## src/design/lorentz_boost_four_vector_assert.svh

```systemverilog
// ----------------------------------------------------------------------------
// Assertion macros for the four-vector boost block
// Implication checks on the same and on the next clock edge.
// ----------------------------------------------------------------------------
`ifndef LORENTZ_BOOST_FOUR_VECTOR_ASSERT_SVH
`define LORENTZ_BOOST_FOUR_VECTOR_ASSERT_SVH

// consequent must hold in the same cycle as the antecedent
`define LBFV_ASSERT_IMPL(lbl, clk, rst, ante, cons) \
   lbl: assert property (@(posedge clk) disable iff (rst) (ante) |-> (cons)) \
      else $error("same-cycle implication failed");

// consequent must hold in the cycle after the antecedent
`define LBFV_ASSERT_NEXT(lbl, clk, rst, ante, cons) \
   lbl: assert property (@(posedge clk) disable iff (rst) (ante) |=> (cons)) \
      else $error("next-cycle implication failed");

`endif

```

## src/design/lbfv_pkg.sv

```systemverilog
// ----------------------------------------------------------------------------
// lbfv_pkg
// Shared types for the four-vector boost pipeline.
// ----------------------------------------------------------------------------
package lbfv_pkg;

   // per-stage control handed to the pipelined units
   typedef struct packed {
      logic valid;
      logic en;
   } step_type;

endpackage

```

## src/design/lbfv_isqrt.sv

```systemverilog
// ----------------------------------------------------------------------------
// lbfv_isqrt
// Pipelined integer square root, one result bit per stage (floor).
// ----------------------------------------------------------------------------
module lbfv_isqrt import lbfv_pkg::*; #(
   parameter int RW     = 32,
   parameter int SIDE_W = 1
) (
   input  logic              clock,
   input  logic              reset,
   input  step_type          step_in,
   input  logic [2*RW-2:0]   rad_in,
   input  logic [SIDE_W-1:0] side_in,
   output logic              valid_out,
   output logic [RW-1:0]     root_out,
   output logic [SIDE_W-1:0] side_out
);

   localparam int RMW = 2*RW+1;

   logic [RMW-1:0]    rem_ff  [RW-1];
   logic [RW-1:0]     root_ff [RW];
   logic [SIDE_W-1:0] side_ff [RW];
   logic              vld_ff  [RW];

   genvar g;
   for (g = 0; g < RW; g++) begin : g_stage
      localparam int K = RW-1-g;
      logic [RMW-1:0]    rem_cur;
      logic [RMW-1:0]    trial;
      logic [RMW-1:0]    rem_in;
      logic [RW-1:0]     root_cur;
      logic [RW-1:0]     root_in;
      logic [SIDE_W-1:0] side_cur;
      logic              vld_cur;
      logic              fits;

      if (g == 0) begin : g_first
         assign rem_cur  = RMW'(rad_in);
         assign root_cur = '0;
         assign side_cur = side_in;
         assign vld_cur  = step_in.valid;
      end else begin : g_next
         assign rem_cur  = rem_ff[g-1];
         assign root_cur = root_ff[g-1];
         assign side_cur = side_ff[g-1];
         assign vld_cur  = vld_ff[g-1];
      end

      // root bits so far sit above bit K, so the trial term is a plain OR
      always_comb begin
         trial   = (RMW'(root_cur) << (K+1)) | (RMW'(1) << (2*K));
         fits    = rem_cur >= trial;
         rem_in  = fits ? rem_cur - trial : rem_cur;
         root_in = fits ? (root_cur | (RW'(1) << K)) : root_cur;
      end

      always_ff @(posedge clock) begin
         if (reset) begin
            vld_ff[g] <= 1'b0;
         end else if (step_in.en) begin
            vld_ff[g] <= vld_cur;
         end
      end

      always_ff @(posedge clock) begin
         if (step_in.en) begin
            root_ff[g] <= root_in;
            side_ff[g] <= side_cur;
         end
      end

      if (g < RW-1) begin : g_rem
         always_ff @(posedge clock) begin
            if (step_in.en) begin
               rem_ff[g] <= rem_in;
            end
         end
      end
   end

   assign valid_out = vld_ff[RW-1];
   assign root_out  = root_ff[RW-1];
   assign side_out  = side_ff[RW-1];

endmodule

```

## config.mk

```make
export PLATFORM = sky130hd
export DESIGN_NAME = lbfv_isqrt
export DESIGN_NICKNAME = d
export VERILOG_FILES = /design/src/design/lorentz_boost_four_vector_assert.svh /design/src/design/lbfv_pkg.sv /design/src/design/lbfv_isqrt.sv
export SDC_FILE = /design/constraint.sdc
export NUM_CORES = 2
export LEC_CHECK = 0
export ABC_CLOCK_PERIOD_IN_PS = 3500
export BUFFER_PORTS_ARGS = -buffer_cell sky130_fd_sc_hd__buf_2
export CAP_MARGIN = 20
export CORE_UTILIZATION = 30
export CTS_BUF_LIST = sky130_fd_sc_hd__clkbuf_8
export CTS_CLUSTER_DIAMETER = 200
export DETAILED_ROUTE_END_ITERATION = 8
export PLACE_DENSITY = 0.48
export SKIP_CTS_REPAIR_TIMING = 1
export SYNTH_ARGS = -nofsm -noshare
export SYNTH_HDL_FRONTEND = slang
export SYNTH_SLANG_ARGS = --single-unit
```

## constraint.sdc

```tcl
create_clock -name clock -period 3.5 [get_ports clock]
set_input_delay 0.875 -clock clock [delete_from_list [all_inputs] [get_ports clock]]
set_output_delay 0.875 -clock clock [all_outputs]
set_load 0.1 [all_outputs]
```

== After elaboration in Yosys (flattened, before gate mapping) ==
Memory sizes are Yosys's and may differ from the RTL's.
Cells that the tools add are included.

* Register bits: 0
* Bits in writable memories: 3,103
* Word-level logic and storage cells: 200
* Memories kept: 4

* Add/subtract/negate cells: 31
* Order comparisons: 32
* Multiplexer cells: 101
* Bitwise operators: 32

{| class="wikitable"
|+ Memory list
! memory !! depth !! width !! read ports !! clocked after Yosys merged registers in !! write ports !! line !! RTL
|-
| rem_ff || 31 || 65 || 31 || 0 || 31 || lbfv_isqrt.sv:21 || <nowiki>logic [RMW-1:0] rem_ff [RW-1];</nowiki>
|-
| root_ff || 32 || 32 || 32 || 0 || 32 || lbfv_isqrt.sv:22 || <nowiki>logic [RW-1:0] root_ff [RW];</nowiki>
|-
| side_ff || 32 || 1 || 32 || 0 || 32 || lbfv_isqrt.sv:23 || <nowiki>logic [SIDE_W-1:0] side_ff [RW];</nowiki>
|-
| vld_ff || 32 || 1 || 32 || 0 || 32 || lbfv_isqrt.sv:24 || <nowiki>logic vld_ff [RW];</nowiki>
|}

{| class="wikitable"
|+ Operator list
! operator !! number
|-
| $mux 65 || 31
|-
| $ge 65x33->1 || 1
|-
| $ge 65x34->1 || 1
|-
| $ge 65x35->1 || 1
|-
| $ge 65x36->1 || 1
|-
| $ge 65x37->1 || 1
|-
| $ge 65x38->1 || 1
|-
| $ge 65x39->1 || 1
|-
| $ge 65x40->1 || 1
|-
| $ge 65x41->1 || 1
|-
| $ge 65x42->1 || 1
|-
| $ge 65x43->1 || 1
|-
| $ge 65x44->1 || 1
|-
| $ge 65x45->1 || 1
|-
| $ge 65x46->1 || 1
|-
| $ge 65x47->1 || 1
|-
| $ge 65x48->1 || 1
|-
| $ge 65x49->1 || 1
|-
| $ge 65x50->1 || 1
|-
| $ge 65x51->1 || 1
|-
| $ge 65x52->1 || 1
|-
| $ge 65x53->1 || 1
|-
| $ge 65x54->1 || 1
|-
| $ge 65x55->1 || 1
|-
| 73 further kinds || 142
|}

== Depth between registers and ports, before layout ==
* Depth in word-level cells: 4
* Mapped depth: 15

== Worst setup path after synthesis ==
No wires, ideal clock.

* Path kind: register to register
* Start: memory rem_ff[26][19] (netlist name)
* End: memory rem_ff[27][61] (netlist name) (data pin)
* Setup time: 266 ps
* Arrival: 3,501 ps
* Setup slack: -267 ps
* Stages on the path, launching flop included: 14
* Path buffers: 2
* Period minus slack after synthesis: 3,767 ps
* Cell sequence: edfxtp_1 ha_1 buf_4 nand3_1 or4_1 or4_1 o211ai_1 or4_1 a41o_2 or4b_1 buf_2 or4_4 nor4_4 xor2_1

{| class="wikitable"
|+ RTL lines
! item !! line
|-
| from (decl) || lbfv_isqrt.sv:21
|}

==> load_flow_metrics.sql <==
INSERT INTO impl_metrics (metric_group, metric, value, unit) VALUES
('outcome', 'run_status', 'finished with violations', ''),
('clocking', 'htree_num_levels', '5', ''),
('floorplanning', 'fp.coreArea', '410000', 'um^2'),
('clocking', 'insertion_delay', '1120', 'ps'),
('finish', 'final_area', '157000', 'um^2'),
('finish', 'postLayoutCoreUtil', '38.3', '%'),
('setup_path', 'worst_path_most_repeated_cell', 'sky130_fd_sc_hd__or4_4', ''),
('detailed_routing', 'drt_first_iter_violations', '4376', ''),
('global_routing', 'grt_use_total', '15.5', '%'),
('floorplanning', 'floorplan.die_area', '414000', 'um^2'),
('clocking', 'numCtsBuffers', '451', ''),
('yosys', 'synth_seq_area_share', '63.3', '%'),
('power', 'max-vdd-ir-drop', '376', 'uV'),
('sta', 'period_share', '113', '%'),
('yosys', 'post_synth_inst_count', '9700', ''),
('detailed_routing', 'vias', '83800', ''),
('global_routing', 'grt_pass1_wl', '502', 'mm'),
('detailed_routing', 'drt-total-wl', '336', 'mm'),
('power', 'total_chip_power', '94.2', 'mW'),
('job', 'max_cap_violations', '0', ''),
('setup_path', 'critPathMaxFanout', '4', ''),
('floorplanning', 'floorplan.initialDensity', '30.1', '%'),
('setup_path', 'critical_path.endpoint_type', 'flip-flop', ''),
('yosys', 'netlist-cell-type-count', '91', ''),
('global_routing', 'grt_max_degree', '123', ''),
('sta', 'hold_viol_final', '0', ''),
('yosys', 'synth-edff-count', '2606', ''),
('yosys', 'synth_flop_cell', 'sky130_fd_sc_hd__edfxtp_1', ''),
('power', 'p_per_area', '600', 'nW/um^2'),
('clocking', 'cts.reportedPaths.clkPinSlew', '60', 'ps'),
('floorplanning', 'num_rows', '235', ''),
('sta', 'finalSetupViolations', '61', ''),
('sta', 'slew_violations', '0', ''),
('clocking', 'cts_tree', 'done', ''),
('placement', 'port_buffers', '101', ''),
('global_routing', 'first_global_vias', '87500', ''),
('detailed_routing', 'drc', '0', ''),
('setup_path', 'worst_setup_path_start_kind', 'flip-flop', ''),
('outcome', 'failed_checks', 'setup timing', ''),
('finish', 'areaGrowthSynthToFinish', '27.0', '%'),
('floorplanning', 'die_w', '644', 'um'),
('detailed_routing', 'via_per_inst', '4.77', ''),
('sta', 'timing.max_slew.rel_slack', '44.5', '%'),
('finish', 'finish.net_count', '12400', ''),
('global_routing', 'grt.overflow.total', '0', ''),
('clocking', 'clock_sinks', '2606', ''),
('global_routing', 'antenna_violations_before_repair', '4', ''),
('sta', 'fin_crit', '3950', 'ps'),
('detailed_routing', 'drt.antenna.violating_nets', '0', ''),
('setup_path', 'timing_worst_setup_path_type', 'flip-flop to flip-flop', ''),
('sta', 'post-route-worst-setup-slack', '-451', 'ps'),
('setup_path', 'critical_path_buf_inv_count', '0', ''),
('placement', 'gp_congestion', '0.934', ''),
('sta', 'skew', '139', 'ps'),
('floorplanning', 'io_pins', '102', ''),
('placement', 'post_dp_cell_area', '142000', 'um^2'),
('floorplanning', 'dieHeight', '644', 'um'),
('setup_path', 'crit_path_slowest_cell', 'sky130_fd_sc_hd__or4_4', ''),
('worst_hold_path', 'hold_path.class', 'input pin to flip-flop', ''),
('placement', 'place_ws', '-692', 'ps'),
('setup_path', 'timing.critical_path.required', '4230', 'ps'),
('sta', 'max_freq', '253', 'MHz'),
('sta', 'worst_pin_slew', '826', 'ps'),
('yosys', 'ys_async_sr_fraction', '0', '%'),
('yosys', 'syn-cell-area', '124000', 'um^2'),
('yosys', 'synth.ff_latch_count', '2606', ''),
('clocking', 'cts.root.buffer_cell', 'sky130_fd_sc_hd__clkbuf_8', ''),
('setup_path', 'crit_path_cell_trace', 'ha_4 > nand3_4 > or4_4 > or4_4 > o211ai_1 > or4_1 > a41o_2 > or4b_4 > or4_4 > nor4_4 > xor2_1', ''),
('sta', 'rsz_0062_raised_after_global_routing', 'true', ''),
('finish', 'nFillCells', '39200', ''),
('setup_path', 'cpLargestDelayFamily', 'simple AND/OR/NAND/NOR gates', ''),
('power', 'leakagePower', '60.8', 'nW'),
('finish', 'layout_cell_share_with_drive_strength_beyond_1', '25.0', '%'),
('detailed_routing', 'drt_pass1_iterations', '7', ''),
('yosys', 'yosys_warnings', '0', ''),
('detailed_routing', 'post_drt_wl_per_cell', '19.1', 'um'),
('yosys', 'syn_avg_cell_area', '12.7', 'um^2'),
('setup_path', 'cp.arrival', '4680', 'ps'),
('clocking', 'clk_path_buf_depth', '4', ''),
('setup_path', 'timing.critical_path.slowest_cell_delay', '570', 'ps'),
('placement', 'detailedPlacementHpwl', '255', 'mm');
[layer usage]
layer	track usage, %	vias up	wire (um)
met5	0	-	0
met4	8.24	0	20700
met3	1.98	893	10600
met2	31.1	1698	186000
met1	15.2	40600	119000
li1	-	40600	-
[report_power, final]
part	switching, mW	internal (mW)	total (mW)
Sequential	2.81	39.4	42.3
Combinational	13.5	11.8	25.3
Clock	12.8	13.9	26.6
Total	29.0	65.1	94.2
[path summary, 6_finish.rpt]
kind                              from                   endpoint  slack, ps  depth (start not counted)
max           rem_ff[26][19]$_DFFE_PP_   rem_ff[27][61]$_DFFE_PP_       -450                         11
min                            side_in       side_ff[0]$_DFFE_PP_        120                          1
max reg2reg   rem_ff[26][19]$_DFFE_PP_   rem_ff[27][61]$_DFFE_PP_       -450                         11
min reg2reg  root_ff[29][28]$_DFFE_PP_  root_ff[30][28]$_DFFE_PP_        400                          0
[per-stage QoR]
stage	std cells	hold WS (ps)	setup TNS [ps]
4_1_cts	17400	-241	-125450
6_report	17600	120	-6890
3_3_place_gp	16600	400	-112250
5_1_grt	17600	44.4	-21420
2_1_floorplan	9701	400	-1120
3_5_place_dp	16600	405	-99770
[flip-flops by register name (all words and copies together) (netlist names)]
register and count:
rem_ff 2014, side_ff 32, root_ff 528, vld_ff 32
[layout by cell type, fill, tap and decap left out, types with 41 or more instances in the layout]
master,netlist,final
sky130_fd_sc_hd__ha_4,0,65
sky130_fd_sc_hd__o21bai_1,50,47
sky130_fd_sc_hd__xor2_1,456,454
sky130_fd_sc_hd__dlygate4sd3_1,0,63
sky130_fd_sc_hd__inv_1,674,778
sky130_fd_sc_hd__xnor2_1,453,444
sky130_fd_sc_hd__a31oi_1,57,47
sky130_fd_sc_hd__nor3_1,242,190
sky130_fd_sc_hd__and2_1,71,67
sky130_fd_sc_hd__nand2b_1,120,118
sky130_fd_sc_hd__buf_2,15,101
sky130_fd_sc_hd__nor4_1,361,289
sky130_fd_sc_hd__nand4_1,163,163
sky130_fd_sc_hd__or4_1,85,60
sky130_fd_sc_hd__buf_6,0,63
sky130_fd_sc_hd__edfxtp_1,2606,2606
sky130_fd_sc_hd__nand3_1,154,135
sky130_fd_sc_hd__and3_1,56,46
sky130_fd_sc_hd__o21ai_0,405,369
sky130_fd_sc_hd__nand2_1,573,557
sky130_fd_sc_hd__nor2_1,652,621
sky130_fd_sc_hd__nor4b_1,57,41
sky130_fd_sc_hd__clkinv_2,0,74
sky130_fd_sc_hd__buf_12,0,52
sky130_fd_sc_hd__a21o_1,221,220
sky130_fd_sc_hd__o21a_1,97,93
sky130_fd_sc_hd__mux2_2,97,96
sky130_fd_sc_hd__buf_4,2,1508
sky130_fd_sc_hd__nor4_4,1,43
sky130_fd_sc_hd__nor2b_1,72,67
sky130_fd_sc_hd__ha_1,556,483
sky130_fd_sc_hd__or3_1,114,96
sky130_fd_sc_hd__clkinv_1,0,124
sky130_fd_sc_hd__clkbuf_8,0,455
sky130_fd_sc_hd__a21oi_1,614,573
[final cells by class]
cell class                 instances  area (um^2)  share of cell area (%)
antenna                            8         20.0                  0.0128
clock buffer                     455         6260                    3.99
clock inverter                   376         2340                    1.49
inverter                         676         2540                    1.62
multi-input combinational       6212        46200                    29.5
sequential                      2606        78300                    49.9
tap                             5451         6820                    4.35
timing repair buffer            1798        14400                    9.19
[logic make-up after synthesis]
group                    after synthesis  synth area share (%)
AND/OR/NAND/NOR                     2892                  12.2
flip-flops                          2606                  63.3
AO/OA/AOI/OAI                       1744                  8.67
XOR/XNOR                             909                  6.44
buffers and inverters                883                  2.71
adder cells (fa/ha/maj)              556                  5.63
multiplexers                         109                 0.981
other                                  1               0.00304
[synthesized netlist by cell type (all sizes together), types with 71 or more instances]
master,number,area [um^2]
o21a,97,728
clkbuf,177,667
nand4,164,1030
ha,556,6960
a21oi,614,3070
or3,114,713
or4,86,649
xor2,456,3990
nor4,364,2300
xnor2,453,3970
nor3,243,1220
edfxtp,2606,78300
nand2,574,2160
nor2,653,2450
inv,676,2540
nand3,154,771
o21ai,406,2030
and2,71,444
a21o,221,1660
nor2b,72,450
nand2b,120,751
mux2,97,1090
(Power assumes the default switching activity.)
